**src/design/isap_pkg.sv**
```systemverilog
// ----------------------------------------------------------------------------
// isap_pkg
// shared types, codes and constants of the max-flow engine
// ----------------------------------------------------------------------------
package isap_pkg;

    localparam int MAX_NODES_DEF = 512;
    localparam int MAX_EDGES_DEF = 4096;

    localparam int NODE_W = 9;
    localparam int NCNT_W = 10;
    localparam int CAP_W  = 31;
    localparam int FLOW_W = 32;
    localparam int OP_W   = 2;
    localparam int ADDR_W = 4;
    localparam int DATA_W = 32;
    localparam int ALU_W  = 32;

    localparam logic [CAP_W-1:0] CAP_MAX = 31'h7fffffff;

    localparam logic [OP_W-1:0] OP_CLEAR  = 2'd0;
    localparam logic [OP_W-1:0] OP_INSERT = 2'd1;
    localparam logic [OP_W-1:0] OP_RUN    = 2'd2;

    localparam logic [1:0] REG_SOURCE = 2'd0;
    localparam logic [1:0] REG_SINK   = 2'd1;
    localparam logic [1:0] REG_NCOUNT = 2'd2;

    typedef struct packed {
        logic [OP_W-1:0]   opcode;
        logic [NODE_W-1:0] from_node;
        logic [NODE_W-1:0] to_node;
        logic [CAP_W-1:0]  capacity;
    } cmd_t;

    typedef struct packed {
        logic [FLOW_W-1:0] max_flow;
        logic              edge_overflow;
    } result_t;

    typedef struct packed {
        logic [NODE_W-1:0] source_node;
        logic [NODE_W-1:0] sink_node;
        logic [NCNT_W-1:0] node_count;
    } cfg_t;

    typedef enum logic {
        ALU_ADD,
        ALU_SUB
    } alu_op_t;

    typedef enum logic [5:0] {
        ST_CLEAR,
        ST_IDLE,
        ST_INS_WR1,
        ST_INS_HEAD2,
        ST_INS_WR2,
        ST_INIT_A,
        ST_INIT_B,
        ST_INIT_TOP,
        ST_INIT_ZERO,
        ST_TOP,
        ST_ARC,
        ST_SCAN,
        ST_CHK1,
        ST_CHK2,
        ST_AUG_P,
        ST_AUG_C,
        ST_AUG_R,
        ST_AUG_M,
        ST_UPD_P,
        ST_UPD_C,
        ST_UPD_R,
        ST_UPD_W1,
        ST_UPD_W2,
        ST_RL_HEAD,
        ST_RL_LOAD,
        ST_RL_SCAN,
        ST_RL_CHK1,
        ST_RL_CHK2,
        ST_RL_POP,
        ST_RL_DEC,
        ST_RL_SET,
        ST_RL_INC,
        ST_RL_BACK,
        ST_DONE
    } state_t;

endpackage

```
**src/design/isap_alu.sv**
```systemverilog
// ----------------------------------------------------------------------------
// isap_alu
// shared add, subtract and compare unit used by the steps of the sequencer
// ----------------------------------------------------------------------------
module isap_alu (
    input  isap_pkg::alu_op_t          op,
    input  logic [isap_pkg::ALU_W-1:0] a,
    input  logic [isap_pkg::ALU_W-1:0] b,
    output logic [isap_pkg::ALU_W:0]   sum,
    output logic                       lt
);

    always_comb
    begin
        unique case (op)
            isap_pkg::ALU_ADD: sum = {1'b0, a} + {1'b0, b};
            isap_pkg::ALU_SUB: sum = {1'b0, a} - {1'b0, b};
            default:           sum = '0;
        endcase
    end

    assign lt = a < b;

endmodule

```
**config.mk**
```make
export PLATFORM = sky130hd
export DESIGN_NAME = isap_alu
export DESIGN_NICKNAME = d
export VERILOG_FILES = /design/src/design/isap_pkg.sv /design/src/design/isap_alu.sv
export SDC_FILE = /design/constraint.sdc
export NUM_CORES = 1
export LEC_CHECK = 0
export BUFFER_PORTS_ARGS = -buffer_cell sky130_fd_sc_hd__buf_4
export CAP_MARGIN = 10
export CORE_ASPECT_RATIO = 1.4
export CORE_MARGIN = 3
export CORE_UTILIZATION = 45
export DETAILED_ROUTE_END_ITERATION = 8
export GPL_TIMING_DRIVEN = 0
export PLACE_DENSITY = 0.73
export SLEW_MARGIN = 15
export SYNTH_ARGS = -nofsm -noshare
export SYNTH_HDL_FRONTEND = slang
export SYNTH_SLANG_ARGS = --single-unit
```
**constraint.sdc**
```tcl
create_clock -name vclk -period 4.74
set_input_delay 0.948 -clock vclk [all_inputs]
set_output_delay 0.948 -clock vclk [all_outputs]
set_load 0.005 [all_outputs]
```
==> flow_summary_export.csv <==
group,metric,value,unit
run_status,status,"finished, final reports clean",
floorplanning,fp.dieH,115,um
pwr,power.density,149,nW/um2
critical_path,endpoint_kind,"output pin",
final_layout,layout_common_cells,"buf_4 (99), a21oi_1 (66), ha_1 (64), nor2_1 (57), inv_1 (56)",
place,gp_congestion,0.964,
global_route,grt_first_pass_wirelength,22.9,mm
routing,route.detailed.drc,0,
final_layout,final_common_cell,"buf_4",
sta,min_period_over_period,97.6,%
final_layout,fillers,861,
final_layout,layout.area.seq,0,um2
final_layout,layout-drive-gt1-share,20.3,%
clock_network,postCtsSetupBuffers,0,
floorplanning,coreArea,8250,um2
critical_path,slowest_stage,"a2111oi_1",
pwr,power_leakage,2.23,nW
synth,yosysWarnings,0,
sta,tightest_slew,0.788,ns
final_layout,nNetsFinal,823,
critical_path,cp_num_buf_inv,3,
synth,synthTopCellsByArea,"ha_1 (21%), a21oi_1 (8.9%), xnor2_1 (5.9%)",
global_route,gr-total-overflow,0,
global_route,grt_usage,28.6,%
critical_path,cp-start-kind,"input port",
routing,num_vias,4858,
floorplanning,ios,99,
hold_path,hp-class,"in2out",
routing,antenna_left,0,
sta,layout_min_cycle_time,4.63,ns
floorplanning,rows,39,
sta,finalSetupViolCount,0,
critical_path,path_max_fanout,10,
global_route,grt_max_degree,11,
synth,synth_top_area_share,20.9,%
global_route,grt_pass1_vias,4801,
sta,drv_slew,0,
synth,netlist_area,3840,um2
routing,wl,14.6,mm
place,hpwl,12.0,mm
global_route,antenna_found_initial,0,
routing,vias_per_cell,6.13,
final_layout,syn2layout_area_growth,24.5,%
synth,syn_area_per_cell,6.47,um2
critical_path,worstPathRequired,3.79,ns
critical_path,path_common_cell,"buf_4",
final_layout,final_util,57.9,%
synth,synth_top_area_cell,"ha_1",
critical_path,path_cells,"buf_4 -> ha_1 -> buf_4 -> nand2_1 -> a2111oi_1 -> a21bo_2 -> a21oi_2 -> nor4_2 -> nor3_2 -> o211ai_1 -> a32o_1 -> buf_4",
critical_path,critPathKind,"in2out",
final_layout,design.seq.count,0,
floorplanning,dieWidth,84.0,um
synth,synth_cells,593,
final_layout,num_antenna_cells,0,
routing,drtIter0Drc,256,
sta,hold_viol,0,
routing,wl_per_cell,18.4,um
critical_path,crit_arrival,3.68,ns
place,place_area,4700,um2
run,maxCapViolCount,0,
final_layout,design_area,4780,um2
sta,fin_setup_tns,0,ns
critical_path,path_delay_family,"compound AO/OA/AOI/OAI gates",
synth,syn_nets,724,
sta,fmax,216,MHz
synth,yosysSeqAreaShare,0,%
place,io_buffers,98,
floorplanning,start_util,46.5,%
pwr,vdd_ir_drop_max,85.7,uV
routing,drtPass1Iterations,5,
final_layout,clkbuf_count,0,
sta,slew_headroom,47.5,%
synth,synth_cell_types,71,
critical_path,slowest_delay,0.41,ns
floorplanning,die-area,9690,um2
[cells by family after synthesis]
logic type / synth area share [%]
AOI/OAI and AO/OA: 38.1
and+or+nand+nor: 23.0
buffers and inverters: 9.52
adders and majority gates: 21.9
xor gates and xnor gates: 6.39
muxes: 1.08
[cells in the mapped netlist, types with 5 or more instances]
library cell,count
a211oi_1,9
a21o_1,7
a21oi_1,68
a31oi_1,11
and2_1,5
buf_2,10
clkbuf_1,17
ha_1,64
inv_1,56
inv_2,7
nand2_1,41
nand2b_1,9
nand3_1,21
nor2_1,57
nor2b_1,15
nor3_1,13
nor4_1,7
o211ai_1,11
o21a_1,7
o21ai_0,25
o21ai_1,6
o21bai_1,13
o31ai_1,11
xnor2_1,26
[metrics by stage]
| stage | hold WS (ns) | std cells | worst slack, ns | power (W) |
|---|---|---|---|---|
| after global routing | 2.27 | 792 | -0.00317 | 0.000779 |
| after global placement | 2.24 | 793 | -0.133 | 0.000680 |
| after CTS | 2.24 | 793 | 0.0664 | 0.000692 |
| after detailed placement | 2.24 | 793 | -0.153 | 0.000686 |
| after floorplan | 2.03 | 593 | 0.765 | 0.000419 |
| final | 2.24 | 792 | 0.113 | 0.000712 |
[power by group]
group / internal, W / total, W / switching [W]
Clock: 0 / 0 / 0
Combinational: 0.000313 / 0.000712 / 0.000399
Sequential: 0 / 0 / 0
Total: 0.000313 / 0.000712 / 0.000399
[worst paths after layout]
path	depth (start not counted)	slack, ns	from	end
worst min-delay path	4	2.24	b[0]	sum[0]
worst max-delay path	12	0.11	a[12]	sum[32]
[routing by layer]
metal / track usage (%) / wire length [um] / vias up
met5: 0 / 0 / -
met3: 1.36 / 686 / 37
met4: 11.5 / 507 / 0
met2: 58.9 / 7990 / 214
li1: - / - / 2340
met1: 29.4 / 5370 / 2267
[what timing repair did]
item	CTS	global route
pin swaps	0	1
hold buffers	0	0
resized for setup	2	12
setup endpoints to repair	2	5
[cell type report]
type,count,area (um2),area share (%)
well taps,102,128,2.67
multi-input cells,500,3550,74.4
inverters,63,236,4.95
repair buffers,98,736,15.4
plain buffers,29,125,2.62
(Power assumes the default switching activity.)
