File: src/design/isap_ram.sv
// ----------------------------------------------------------------------------
// isap_ram
// single write port, single registered read port memory
// ----------------------------------------------------------------------------
module isap_ram #(
    parameter int W = 8,
    parameter int D = 16
) (
    input  logic                 clk,
    input  logic                 we,
    input  logic [$clog2(D)-1:0] waddr,
    input  logic [W-1:0]         wdata,
    input  logic [$clog2(D)-1:0] raddr,
    output logic [W-1:0]         rdata
);

    logic [W-1:0] mem_reg [D];
    logic [W-1:0] rdata_reg;

    always_ff @(posedge clk)
    begin
        if (we)
        begin
            mem_reg[waddr] <= wdata;
        end
        rdata_reg <= mem_reg[raddr];
    end

    assign rdata = rdata_reg;

endmodule

File: config.mk
export PLATFORM = sky130hd
export DESIGN_NAME = isap_ram
export DESIGN_NICKNAME = d
export VERILOG_FILES = /design/src/design/isap_ram.sv
export SDC_FILE = /design/constraint.sdc
export NUM_CORES = 1
export LEC_CHECK = 0
export ABC_AREA = 1
export BUFFER_PORTS_ARGS = -buffer_cell sky130_fd_sc_hd__buf_2
export CAP_MARGIN = 20
export CORE_UTILIZATION = 50
export DETAILED_ROUTE_END_ITERATION = 6
export GPL_TIMING_DRIVEN = 0
export PLACE_DENSITY = 0.7
export SLEW_MARGIN = 25
export SYNTH_ARGS = -nofsm -noshare
export SYNTH_HDL_FRONTEND = slang
export SYNTH_SLANG_ARGS = --single-unit
File: constraint.sdc
create_clock -name clk -period 1.1 [get_ports clk]
set_input_delay 0.165 -clock clk [delete_from_list [all_inputs] [get_ports clk]]
set_output_delay 0.165 -clock clk [all_outputs]
set_load 0.02 [all_outputs]
==> summary.md, run 1 <==
| Metric | Value |
|---|---|
| Status | `complete, but fails checks` |
| Failing checks | `setup timing` |
| Crit path max fanout | `8` |
| Largest family of logic cells by synthesized area | `simple AND/OR/NAND/NOR gates` |
| Grt total ovfl | `0` |
| Number of buffers created by CTS | `17` |
| Multi-input logic area | `1250 um^2` |
| Post-synthesis simple-gate area fraction | `21.0%` |
| CTS tree | `done` |
| Yosys reg bits | `136` |
| Final Wtd Congestion | `0.897` |
| # DRC | `0` |
| Peak Freq | `0.813 GHz` |
| CP startpoint kind | `primary input` |
| Number of post-CTS setup repair buffers | `0` |
| Syn Inst Count | `551` |
| Core Box Area | `11000 um^2` |
| Post-route ant nets | `0` |
| Power Dens Cells | `1900 nW/um^2` |
| Worst Path Required | `1.14 ns` |
| Netlist Area Pre-Place | `5770 um^2` |
| Hold_buf cts | `0` |
| Post-synthesis xor/xnor area fraction | `0%` |
| Total number of vias | `3889` |
| Fin crit period | `1.23 ns` |
| Die area | `12000 um^2` |
| N_diodes | `0` |
| Mux contribution to synthesized area | `0%` |
| Layout cells sized above 1 | `15.0%` |
| Sequential cell area | `4000 um^2` |
| Global-route wire length before repair | `20900 um` |
| Seq/Total Area, Yosys | `69.4%` |
| Final core occ | `61.1%` |
| Final hold vios | `0` |
| CP arrival | `1.27 ns` |
| CTS HTree Levels | `4` |
| Setup ws final | `-0.130 ns` |
| Adder-Cell Fraction of Synth Area | `0%` |
| All-Layer GR Usage | `25.4%` |
| Largest register FFs | `128` |
| Clock skew | `0.00831 ns` |
| Clock slew at reported path FFs | `0.06 ns` |
| Hold Path Depth | `1` |
| P&R area growth vs syn | `16.8%` |
| Total number of yosys warnings | `0` |
| Worst VDD drop | `1330 uV` |
| RR Startpoint | `mem_reg[8][5]` |
| Drt total wl | `13700 um` |
| Initial antenna violation count | `0` |
| Die height | `109 um` |
| Setup CP Type | `in2reg` |
| Via density | `5.22` |
| Slew @ Worst Pin | `0.829 ns` |
| Netlist cell types | `12` |
| CTS root buffer | `clkbuf_16` |
| FILL cells | `920` |
| Reg-to-reg setup timing slack | `0.08 ns` |
| Design area | `6740 um^2` |
| Clock sinks | `136` |
| Fin Hold WS | `0.172 ns` |
| DR iter-0 viols | `354` |
| Clock Path Buffers | `2` |
| Worst hold start | `wdata[4]` |
| Post-Syn Nets | `569` |
| First-pass DRT Iterations | `6` |
| HPWL after DPL | `8960 um` |
| Clock Latency Late Sink | `0.42 ns` |
| Pleak | `2.91 nW` |
| IO Pins | `26` |
| Worst Reg-to-Reg Cells | `6` |
| Max_slew headroom | `44.6%` |
| Dpl cells | `713` |
| MaxCap Viol Count | `0` |
| Initial Util | `52.3%` |
| WL/cell | `18.4 um` |
| Worst Setup SP | `waddr[3]` |
| Setup violators final | `24` |
| # nets final | `610` |
| Nature of the critical path endpoint | `flop` |
| Post_cts resized | `7` |
| Area after DPL | `6050 um^2` |
| Syn_area_per_cell | `10.5 um^2` |
| Tcrit/Tclk final | `112%` |
| Die Width | `109 um` |
| Worst hold path type | `in2reg` |
| Synth Area in Compound Gates | `0%` |
| Critical R2R Capture | `rdata[5]` |
| RSZ-0062 raised after global routing | `true` |
| Finished Layout Cells | `745` |
| IO Port Bufs | `22` |
| Number of core rows | `38` |
| Largest net degree at the start of global routing | `17` |
| Slew Limit Fails | `0` |
| Worst Hold Path EP | `mem_reg[2][4]` |
| Vias in the first global route | `3701` |
==> per-stage QoR <==
stage	TNS [ns]	worst slack, ns	total power, mW
6_report	-2.72	-0.130	12.8
2_1_floorplan	-1.01	-0.0158	6.38
5_1_grt	-3.49	-0.164	13.1
3_5_place_dp	-56.52	-0.549	6.71
3_3_place_gp	-52.57	-0.512	6.69
4_1_cts	-1.73	-0.0964	12.8
==> kinds of logic after synthesis <==
family | after synthesis
AND/OR/NAND/NOR | 289
buffers and inverters | 126
flip-flops | 136
==> area by class of cell <==
cell class                      instances  area share (%)
Timing Repair Buffer                   22            1.63
Clock inverter                         15            3.32
Clock buffer                           17            6.32
Multi-Input combinational cell        289            18.5
Inverter                              102            5.68
Buffer                                 24            2.47
Sequential cell                       136            59.4
Tap cell                              140            2.60
==> cell usage in the layout (no fill, tap or decap) <==
cell        synthesis  final
buf_6               6      6
clkbuf_16           0     17
nand3b_1            2      2
nand3_1            97     96
clkinv_1            0      1
bufinv_16           0      5
nor2_2              0     12
nand2_1           173    173
buf_1               1      1
buf_4               4      4
dfxtp_1             8      8
clkinv_4            0      2
nand3_2             0      1
nor2_1             17      5
inv_2               2      2
edfxtp_1          128    128
buf_2              13     35
inv_1             100    100
inv_6               0      2
clkinv_2            0      1
clkinvlp_4          0      4
==> worst max-delay path, cell delays in order <==
cell and delay, ns:
buf_2 0.12, nand3b_1 0.28, nor2_1 0.70
==> power breakdown <==
group | switching (mW) | internal (mW)
Sequential | 0.0293 | 5.79
Clock | 2.16 | 4.02
Combinational | 0.574 | 0.225
==> metal layers <==
metal	share of wire, %	GRT usage (%)	vias up
li1	-	-	1860
met1	42	35.3	1813
met2	47	40.6	193
met3	9.2	5.33	23
met4	1.7	7.71	0
met5	0	0	-
==> how the worst max path moves through the flow <==
stage | endpoint | slack [ns] | depth (start not counted)
3_5_place_dp | mem_reg[6][1] | -0.55 | 3
4_1_cts | mem_reg[4][3] | -0.1 | 3
5_1_grt | mem_reg[4][0] | -0.16 | 3
2_1_floorplan | mem_reg[4][0] | -0.02 | 2
3_3_place_gp | mem_reg[6][0] | -0.51 | 3
6_report | mem_reg[4][0] | -0.13 | 3
==> cells in the mapped netlist <==
library cell,count,area share (%)
buf_2,13,1.1
buf_6,6,1.2
edfxtp_1,128,67
dfxtp_1,8,2.8
inv_1,100,6.5
nand3b_1,2,0.26
nor2_1,17,1.1
buf_1,1,0.065
nand2_1,173,11
inv_2,2,0.13
nand3_1,97,8.4
buf_4,4,0.52
Power figures use the tool's default switching activity.
==> run 2: changes to the inputs <==
PLACE_DENSITY = 0.67   (was 0.7)
REMOVE_ABC_BUFFERS = 1   (was not set)
clock period = 1.3 ns   (was 1.1 ns; I/O delays follow)
==> run 2 against run 1 <==
  * The run now ends clean
  * Worst setup slack gained 0.14 ns
  * Utilization shrank 1.9 points
  * Via count shrank 2.7%
  * Sequential share of layout area grew 1.9 points
  * Die area is the same
  * Largest power group is now sequential cells
  * Highest routed layer unchanged
==> summary.md, run 2 (same netlist as run 1, synthesis figures left out) <==
| Metric | Value |
|---|---|
| Clock Path Buffers | `2` |
| HPWL after DPL | `6900 um` |
| Nature of the critical path endpoint | `flop` |
| Die height | `109 um` |
| Crit path max fanout | `8` |
| All-Layer GR Usage | `22.2%` |
| CTS tree | `done` |
| Dpl cells | `692` |
| Power Dens Cells | `1590 nW/um^2` |
| Clock Power Share | `46.8%` |
| Pwr Total | `10.4 mW` |
| Commonest non-fill, non-tap cell in the layout | `nand2_1` |
| # DRC | `0` |
| Slew Limit Fails | `0` |
| Commonest cells after routing, fill and taps aside | `173 x nand2_1, 128 x edfxtp_1, 100 x inv_1, 97 x nand3_1, 23 x buf_2` |
| Pleak | `2.80 nW` |
| # nets final | `589` |
| DR iter-0 viols | `342` |
| Global-route wire length before repair | `18400 um` |
| Status | `finished, final reports clean` |
| Slew @ Worst Pin | `0.928 ns` |
| WL/cell | `16.9 um` |
| Initial antenna violation count | `0` |
| Peak Freq | `0.776 GHz` |
| Number of core rows | `38` |
| Largest register FFs | `128` |
| Hold_buf cts | `0` |
| IO Port Bufs | `25` |
| Fin Hold WS | `0.162 ns` |
| Fin crit period | `1.29 ns` |
| Core Box Area | `11000 um^2` |
| Setup ws final | `0.0113 ns` |
| Grt total ovfl | `0` |
| Worst hold path type | `in2reg` |
| Die Width | `109 um` |
| Area after DPL | `5910 um^2` |
| Post-route ant nets | `0` |
| Clock sinks | `136` |
| Setup CP Type | `in2reg` |
| P&R area growth vs syn | `13.2%` |
| CTS HTree Levels | `4` |
| NetSw | `2.31 mW` |
| First-pass DRT Iterations | `6` |
| Via density | `5.23` |
| Setup violators final | `0` |
| Design area | `6530 um^2` |
| Pre-CTS setup slack | `-0.693 ns` |
| Largest net degree at the start of global routing | `66` |
| Final Wtd Congestion | `0.740` |
| Worst VDD drop | `897 uV` |
| CP startpoint kind | `primary input` |
| CP arrival | `1.33 ns` |
| CTS root buffer | `clkbuf_16` |
| Final hold vios | `0` |
| IO Pins | `26` |
| MaxCap Viol Count | `0` |
| Worst Path Required | `1.34 ns` |
| Max_slew headroom | `37.9%` |
| Die area | `12000 um^2` |
| Internal | `8.08 mW` |
| Total number of vias | `3785` |
| N_diodes | `0` |
| Number of buffers created by CTS | `17` |
| Sequential share of power | `47.4%` |
| Vias in the first global route | `3524` |
| RSZ-0062 raised after global routing | `true` |
| Tcrit/Tclk final | `99.1%` |
| Clock slew at reported path FFs | `0.05 ns` |
| Clock Latency Late Sink | `0.42 ns` |
| Sw Ratio | `22.2%` |
| Initial Util | `52.3%` |
| Final core occ | `59.2%` |
| Clock skew | `0.00674 ns` |
| Logic pwr share | `5.8%` |
| Layout cells sized above 1 | `9.93%` |
| FILL cells | `862` |
| Finished Layout Cells | `724` |
| Drt total wl | `12200 um` |
| Setup TNS | `0 ns` |
==> run 2: power groups by stage <==
stage,registers [mW],clock network (mW),logic [mW]
3_3_place_gp,5.01,0,0.571
2_1_floorplan,5.05,0,0.265
3_5_place_dp,5.02,0,0.587
6_report,4.93,4.86,0.602
5_1_grt,4.93,5.06,0.659
4_1_cts,4.93,4.88,0.596
==> run 2: metal layers <==
metal  routed length [um]  GRT usage [%]
met2                 5710           33.5
met1                 5010           29.7
met4                  522           13.6
met3                  967           4.80
met5                    0              0
==> run 2: layout make-up <==
cell class	instances	area (um^2)	share of cell area, %
well taps	140	175	2.68
multi-input cells	289	1210	18.6
clock buffers	18	429	6.58
inverters	102	393	6.02
clock inverters	14	175	2.68
flip-flops and latches	136	4000	61.3
repair buffers	25	136	2.09
==> run 2: repair_timing <==
| action | CTS | global route |
|---|---|---|
| gates resized for setup | 3 | 4 |
| setup endpoints to repair | 8 | 8 |
| setup buffers | 0 | 0 |
==> run 2: final timing paths <==
path                      start              to  slack [ns]  cells after the start
setup / recovery       waddr[2]  mem_reg[10][7]        0.01                      3
hold / removal         raddr[3]        rdata[6]        0.16                      3
setup reg to reg  mem_reg[1][1]        rdata[1]        0.22                      6
hold reg to reg   mem_reg[2][0]        rdata[0]        0.68                      6
==> run 2: critical path, stage by stage <==
cell and delay [ns]:
buf_2 0.11, nand3b_1 0.26, nor2_1 0.76
