### src/design/isap_pkg.sv
// ----------------------------------------------------------------------------
// isap_pkg
// shared types, codes and constants of the max-flow engine
// ----------------------------------------------------------------------------
package isap_pkg;

    localparam int MAX_NODES_DEF = 512;
    localparam int MAX_EDGES_DEF = 4096;

    localparam int NODE_W = 9;
    localparam int NCNT_W = 10;
    localparam int CAP_W  = 31;
    localparam int FLOW_W = 32;
    localparam int OP_W   = 2;
    localparam int ADDR_W = 4;
    localparam int DATA_W = 32;
    localparam int ALU_W  = 32;

    localparam logic [CAP_W-1:0] CAP_MAX = 31'h7fffffff;

    localparam logic [OP_W-1:0] OP_CLEAR  = 2'd0;
    localparam logic [OP_W-1:0] OP_INSERT = 2'd1;
    localparam logic [OP_W-1:0] OP_RUN    = 2'd2;

    localparam logic [1:0] REG_SOURCE = 2'd0;
    localparam logic [1:0] REG_SINK   = 2'd1;
    localparam logic [1:0] REG_NCOUNT = 2'd2;

    typedef struct packed {
        logic [OP_W-1:0]   opcode;
        logic [NODE_W-1:0] from_node;
        logic [NODE_W-1:0] to_node;
        logic [CAP_W-1:0]  capacity;
    } cmd_t;

    typedef struct packed {
        logic [FLOW_W-1:0] max_flow;
        logic              edge_overflow;
    } result_t;

    typedef struct packed {
        logic [NODE_W-1:0] source_node;
        logic [NODE_W-1:0] sink_node;
        logic [NCNT_W-1:0] node_count;
    } cfg_t;

    typedef enum logic {
        ALU_ADD,
        ALU_SUB
    } alu_op_t;

    typedef enum logic [5:0] {
        ST_CLEAR,
        ST_IDLE,
        ST_INS_WR1,
        ST_INS_HEAD2,
        ST_INS_WR2,
        ST_INIT_A,
        ST_INIT_B,
        ST_INIT_TOP,
        ST_INIT_ZERO,
        ST_TOP,
        ST_ARC,
        ST_SCAN,
        ST_CHK1,
        ST_CHK2,
        ST_AUG_P,
        ST_AUG_C,
        ST_AUG_R,
        ST_AUG_M,
        ST_UPD_P,
        ST_UPD_C,
        ST_UPD_R,
        ST_UPD_W1,
        ST_UPD_W2,
        ST_RL_HEAD,
        ST_RL_LOAD,
        ST_RL_SCAN,
        ST_RL_CHK1,
        ST_RL_CHK2,
        ST_RL_POP,
        ST_RL_DEC,
        ST_RL_SET,
        ST_RL_INC,
        ST_RL_BACK,
        ST_DONE
    } state_t;

endpackage

### src/design/isap_regs.sv
// ----------------------------------------------------------------------------
// isap_regs
// configuration registers behind the apb port
// ----------------------------------------------------------------------------
module isap_regs (
    input  logic                        clk,
    input  logic                        rst_n,
    input  logic                        psel,
    input  logic                        penable,
    input  logic                        pwrite,
    input  logic [isap_pkg::ADDR_W-1:0] paddr,
    input  logic [isap_pkg::DATA_W-1:0] pwdata,
    output logic [isap_pkg::DATA_W-1:0] prdata,
    output logic                        pready,
    output isap_pkg::cfg_t              cfg
);

    isap_pkg::cfg_t cfg_reg;
    logic [1:0]     idx;

    assign idx    = paddr[3:2];
    assign pready = 1'b1;
    assign cfg    = cfg_reg;

    always_ff @(posedge clk or negedge rst_n)
    begin
        if (!rst_n)
        begin
            cfg_reg.source_node <= '0;
            cfg_reg.sink_node   <= isap_pkg::NODE_W'(1);
            cfg_reg.node_count  <= isap_pkg::NCNT_W'(512);
        end
        else if (psel && penable && pwrite)
        begin
            unique case (idx)
                isap_pkg::REG_SOURCE:
                    cfg_reg.source_node <= pwdata[isap_pkg::NODE_W-1:0];
                isap_pkg::REG_SINK:
                    cfg_reg.sink_node <= pwdata[isap_pkg::NODE_W-1:0];
                isap_pkg::REG_NCOUNT:
                    cfg_reg.node_count <= pwdata[isap_pkg::NCNT_W-1:0];
                default: ;
            endcase
        end
    end

    always_comb
    begin
        unique case (idx)
            isap_pkg::REG_SOURCE: prdata = isap_pkg::DATA_W'(cfg_reg.source_node);
            isap_pkg::REG_SINK:   prdata = isap_pkg::DATA_W'(cfg_reg.sink_node);
            isap_pkg::REG_NCOUNT: prdata = isap_pkg::DATA_W'(cfg_reg.node_count);
            default:              prdata = '0;
        endcase
    end

endmodule

### config.mk
export PLATFORM = sky130hd
export DESIGN_NAME = isap_regs
export DESIGN_NICKNAME = d
export VERILOG_FILES = /design/src/design/isap_pkg.sv /design/src/design/isap_regs.sv
export SDC_FILE = /design/constraint.sdc
export NUM_CORES = 1
export LEC_CHECK = 0
export BUFFER_PORTS_ARGS = -buffer_cell sky130_fd_sc_hd__buf_4
export CAP_MARGIN = 20
export CORE_ASPECT_RATIO = 1.25
export CORE_MARGIN = 2
export CORE_UTILIZATION = 30
export DETAILED_ROUTE_END_ITERATION = 16
export GPL_ROUTABILITY_DRIVEN = 0
export PLACE_DENSITY = 0.62
export SLEW_MARGIN = 20
export SYNTH_ARGS = -nofsm -noshare
export SYNTH_HDL_FRONTEND = slang
export SYNTH_SLANG_ARGS = --single-unit
### constraint.sdc
create_clock -name clk -period 1.3 [get_ports clk]
set_input_delay 0.26 -clock clk [delete_from_list [all_inputs] [get_ports clk]]
set_output_delay 0.26 -clock clk [all_outputs]
set_load 0.02 [all_outputs]
==> results.py, run 1 <==
metrics = {
    "run_status": {
        "status": "finished with violations",
        "violations": "negative setup slack",
    },
    "critical_path": {
        "required_ns": 1.04,
        "r2r-end": "cfg[5]",
        "start_kind": "register",
        "r2r_slack_ns": 0.29,
        "crit_type": "register to output pin",
        "worstPathMaxFanout": 2,
        "r2r-start": "cfg[5]",
        "critical_path_arrival_ns": 1.10,
        "worst_r2r_path_depth": 3,
        "endpoint_kind": "output pin",
    },
    "route": {
        "ant_nets": 0,
        "vias": 1145,
        "routed_wl_um": 3580,
        "drt_iter0_markers": 10,
        "drc": 0,
        "dr.pass1.iters": 4,
        "wl_per_cell_um": 13.3,
        "viasPerCell": 4.26,
    },
    "synthesis": {
        "ys_ff_latch": 28,
        "avgSynthCellArea_sq_um": 12.4,
        "seq_area_frac_synth_pct": 47.6,
        "yosys.cell_types.count": 18,
        "synth_area_leaders": "dfrtp_1 44%, mux2_2 14%, buf_4 12%, mux2_4 9.2%, mux2i_1 6.1%",
        "synthCells": 119,
        "ys.warnings.count": 0,
        "netlist_area_sq_um": 1480,
        "synth.top_cell.area_share_pct": 44.1,
        "synth_top_cell_by_area": "dfrtp_1",
    },
    "min_path": {
        "min_path_cells": 2,
        "hp-class": "primary input to register",
        "hold_end": "cfg[9]",
        "hold_start": "pwdata[9]",
    },
    "power": {
        "p_comb_share_pct": 46.3,
        "powerDensity_nw_per_um2": 1460,
        "ir_worst_vdd_uv": 936,
        "switching_share_pct": 34.4,
        "switchingPower_uw": 1130,
        "leakagePower_uw": 0.00118,
        "p_int_uw": 2150,
        "p_seq_share_pct": 37.4,
        "clkPwrFrac_pct": 16.3,
        "power.total_uw": 3280,
    },
    "global_route": {
        "globalRouteOverflowTotal": 0,
        "grt_pass1_vias": 1170,
        "grt_use_total_pct": 13.6,
        "grt_pass1_wl_um": 5710,
        "antenna_found_initial": 0,
        "grt_max_degree": 29,
    },
    "cts": {
        "cts_buffer_depth": 2,
        "path_clk_slew_ns": 0.09,
        "h-tree-depth": 1,
        "cts_buffers": 3,
        "cts_sinks": 28,
        "clkLatencyLatePin_ns": 0.27,
        "cts_tree": "done",
        "root_buffer": "clkbuf_8",
    },
    "placement": {
        "dp_hpwl_um": 2590,
        "dp.cells": 245,
        "port_buffers": 54,
    },
    "floorplan": {
        "rows": 28,
        "dieArea_sq_um": 5500,
        "die_w_um": 66.7,
        "die_h_um": 82.4,
        "core_sq_um": 4730,
        "io_pins": 102,
        "start_util_pct": 31.2,
    },
    "sta": {
        "rsz0062_at_grt": "true",
        "finalSetupViolCount": 7,
        "fin_ws_ns": -0.0565,
        "fmax_mhz": 737,
        "finalHoldViolations": 0,
        "period_share_pct": 104,
        "fin_crit_ns": 1.36,
        "final-max-slew-violation-count": 0,
        "skew_ns": 0,
    },
    "cells_and_area": {
        "layout-drive-gt1-share_pct": 61.7,
        "fillers": 438,
        "finalNonFillerCells": 269,
        "syn_to_final_growth_pct": 51.8,
        "largest_reg_flops": 28,
        "nets": 251,
        "n_antenna_cell": 0,
    },
    "job": {
        "max_cap_viol_count": 0,
    },
}
power by group through the flow:
stage	clock, uW	combinational, uW	sequential [uW]
after floorplan	0	508	1490
final	534	1520	1230
after global routing	595	1630	1260
after detailed placement	0	1260	1270
after global placement	0	1250	1270
after CTS	557	1490	1220
synthesized netlist by cell type:
cell type and count:
nor3_2 1, nor2b_1 1, mux2_4 9, buf_4 23, o21ai_0 9, mux2_2 19
buf_6 1, clkbuf_1 2, or3b_1 1, nand3_1 1, dfrtp_1 26, nor3b_1 1
buf_2 2, mux2i_1 9, nand2_1 9, conb_1 2, and3b_1 1, dfstp_2 2
logic make-up after synthesis:
| family | synth area share, % |
|---|---|
| flip-flops | 47.6 |
| AO/OA/AOI/OAI | 3.05 |
| multiplexers | 29.7 |
| buffers and inverters | 13.6 |
| other | 0.509 |
| AND/OR/NAND/NOR | 5.42 |
final cells by class:
class                      instances  area [sq um]  share of cell area (%)
clock buffer                       4          55.1                    2.46
multi-input combinational         84           669                    29.9
sequential                        28           703                    31.4
tap                               60          75.1                    3.35
timing repair buffer              93           738                    32.9
stage by stage:
step	area [sq um]	setup WS (ns)	hold WS (ns)	util (%)	setup TNS, ns
after floorplan	1560	0.00139	-0.0356	-	0
after global placement	1980	-0.269	0.203	41.9	-5.69
after detailed placement	1980	-0.287	0.203	41.9	-5.70
after CTS	2210	-0.0604	0.211	46.7	-0.153
after global routing	2240	-0.125	0.216	47.4	-0.958
final	2240	-0.0565	0.220	47.4	-0.158
worst max-delay path: stages, from the launching register on:
cell and delay (ns):
dfstp_2 0.55, and3b_1 0.16, buf_6 0.12
layer usage:
metal / vias up / global-route usage, % / share of wire [%]
met5: - / 0 / 0
met4: 0 / 2.45 / 0.87
met3: 4 / 2.71 / 8.1
met2: 53 / 23.6 / 50
met1: 547 / 17.7 / 41
li1: 541 / - / -
layout by cell type (no fill, tap or decap), drive strengths merged:
cell type,count
and3b,1
buf,92
clkbuf,4
conb,23
dfrtp,26
dfstp,2
dlygate4sd3,1
mux2,28
mux2i,9
nand2,9
nand3,1
nor2b,1
nor3,1
nor3b,1
o21ai,9
or3b,1
what timing repair did:
item,4_1_cts,5_1_grt
resized for setup,11,4
buffers inserted,16,2
endpoints found under the setup margin,10,14
hold buffers,1,0
gates cloned,1,0
pin swaps,2,2
hold endpoints to repair,26,0
worst max-delay path by stage:
stage	end	start	slack, ns	cells past startpoint
final	prdata[9]	cfg[9]	-0.06	2
after CTS	prdata[0]	cfg[10]	-0.06	3
after detailed placement	cfg[7]	pwrite	-0.29	6
after global placement	cfg[3]	pwrite	-0.27	6
after global routing	prdata[0]	cfg[10]	-0.12	3
after floorplan	cfg[11]	pwrite	0.001	4
Power figures use the tool's default switching activity.
==> run 2, diff against run 1 <==
--- a/config.mk
+++ b/config.mk
@@ -13,6 +13,7 @@
 export DETAILED_ROUTE_END_ITERATION = 16
 export GPL_ROUTABILITY_DRIVEN = 0
 export PLACE_DENSITY = 0.62
+export SETUP_SLACK_MARGIN = 0.4
 export SLEW_MARGIN = 20
 export SYNTH_ARGS = -nofsm -noshare
 export SYNTH_HDL_FRONTEND = slang
==> run 2 against run 1 <==
  * The flow still finishes with violations (negative setup slack)
  * Cell area is 21% higher
  * Via count is 6.2% higher
  * Power is 21% higher
  * Non-clock buffer count is 11 higher
  * Clock-buffer cell count stayed put
  * Hold slack worse by 0.0012 ns
  * Sequential cell count stayed put
  * Routed wire length is 21% higher
  * Utilization is 9.9 points higher
  * Global-route usage is 2.2 points higher
  * Combinational power is 41% higher
  * First-iteration DRC count grew to 2.7 times the previous value
  * Largest cell class unchanged
==> results.py, run 2 (same netlist as run 1, synthesis figures left out) <==
metrics = {
    "run_status": {
        "violations": "negative setup slack",
        "status": "finished with violations",
    },
    "cells_and_area": {
        "finalNonFillerCells": 280,
        "largest_reg_flops": 28,
        "syn_to_final_growth_pct": 83.4,
        "final_core_util_pct": 57.2,
        "n_antenna_cell": 0,
        "layout-drive-gt1-share_pct": 75.9,
        "final_cell_mix": "75 x buf_6, 28 x mux2_4, 28 x buf_4",
        "nets": 262,
        "mostFrequentLayoutCell": "buf_6",
    },
    "floorplan": {
        "die_w_um": 66.7,
        "dieArea_sq_um": 5500,
        "core_sq_um": 4730,
        "die_h_um": 82.4,
        "rows": 28,
        "start_util_pct": 31.2,
        "io_pins": 102,
    },
    "placement": {
        "dp.cells": 241,
        "dp_hpwl_um": 2730,
        "port_buffers": 54,
        "dpl_worst_slack_ns": -0.179,
    },
    "cts": {
        "cts_sinks": 28,
        "cts_buffer_depth": 2,
        "cts_tree": "done",
        "root_buffer": "clkbuf_8",
        "clkLatencyLatePin_ns": 0.27,
        "cts_buffers": 3,
        "path_clk_slew_ns": 0.09,
        "h-tree-depth": 1,
    },
    "global_route": {
        "grt_max_degree": 29,
        "antenna_found_initial": 0,
        "grt_pass1_vias": 1291,
        "grt_pass1_wl_um": 6390,
        "globalRouteOverflowTotal": 0,
        "grt_use_total_pct": 15.8,
    },
    "route": {
        "wl_per_cell_um": 15.4,
        "drc": 0,
        "drt_iter0_markers": 27,
        "viasPerCell": 4.34,
        "vias": 1216,
        "ant_nets": 0,
        "dr.pass1.iters": 4,
        "routed_wl_um": 4320,
    },
    "min_path": {
        "hp-class": "primary input to register",
    },
    "power": {
        "switching_share_pct": 33.0,
        "clkPwrFrac_pct": 13.7,
        "leakagePower_uw": 0.00135,
        "powerDensity_nw_per_um2": 1460,
        "ir_worst_vdd_uv": 872,
        "p_int_uw": 2650,
        "p_seq_share_pct": 32.3,
        "switchingPower_uw": 1310,
        "p_comb_share_pct": 54.0,
    },
    "critical_path": {
        "critical_path_arrival_ns": 1.10,
        "start_kind": "register",
        "required_ns": 1.04,
        "crit_type": "register to output pin",
        "worstPathMaxFanout": 2,
        "endpoint_kind": "output pin",
    },
    "job": {
        "max_cap_viol_count": 0,
    },
    "sta": {
        "finalHoldViolations": 0,
        "skew_ns": 0,
        "fin_crit_ns": 1.36,
        "final-max-slew-violation-count": 0,
        "finalSetupViolCount": 12,
        "fin_ws_ns": -0.0632,
        "fmax_mhz": 734,
        "period_share_pct": 105,
        "rsz0062_at_grt": "true",
    },
}
## run 2: changes by cell type in the layout (fill, tap and decap cells not counted), moves of 16 or more
cell	before	now
buf_4	82	28
buf_6	10	75
dfrtp_1	26	10
dfrtp_2	0	16
mux2_2	19	0
mux2_4	9	28
## run 2: area by class of cell
type	instances	area [sq um]
tap	60	75.1
sequential	28	723
fill	419	2020
timing repair buffer	104	1060
multi-input combinational	84	790
clock buffer	4	55.1
## run 2: per-stage QoR
step / area [sq um] / TNS (ns) / hold WS, ns / power [uW]
after global routing: 2710 / -1.21 / 0.201 / 4160
after global placement: 2020 / -2.55 / 0.189 / 2560
after CTS: 2550 / -0.405 / 0.208 / 3740
after floorplan: 1640 / 0 / -0.0356 / 2070
final: 2710 / -0.355 / 0.219 / 3960
after detailed placement: 2020 / -2.89 / 0.203 / 2600
## run 2: critical path, stage by stage (launching register included)
cell	delay [ns]
dfstp_2	0.54
and3b_2	0.18
buf_6	0.11
## run 2: worst paths after layout
kind	start	to	slack [ns]	cells past startpoint
worst max-delay path	cfg[9]	prdata[9]	-0.06	2
worst min-delay path	pwdata[9]	cfg[9]	0.22	2
min in group asynchronous	rst_n	cfg[17]	0.46	2
max in group asynchronous	rst_n	cfg[9]	0.53	2
worst max register to register	cfg[27]	cfg[27]	0.09	5
worst min register to register	cfg[0]	cfg[0]	0.56	1
## run 2: timing repair
action,in CTS,in global routing
setup endpoints to repair,66,66
endpoints found under the hold margin,26,0
hold buffers,1,0
resized for setup,82,16
pin swaps,12,1
buffers inserted,21,13
gates cloned,0,0
## run 2: metal layers
metal  GRT usage, %  routed length, um  vias to the layer above  share of wire (%)
met4           6.12                 81                        0                1.9
met5              0                  0                        -                  0
met3           1.49                189                        7                4.4
met2           30.5               2450                       45                 57
li1               -                  -                      562                  -
met1           17.5               1600                      602                 37
## run 2: power by group through the flow
stage | registers [uW] | logic, uW | clock network (uW)
after global routing | 1310 | 2250 | 602
after CTS | 1270 | 1910 | 561
after detailed placement | 1290 | 1310 | 0
after floorplan | 1520 | 551 | 0
final | 1280 | 2140 | 542
after global placement | 1270 | 1290 | 0
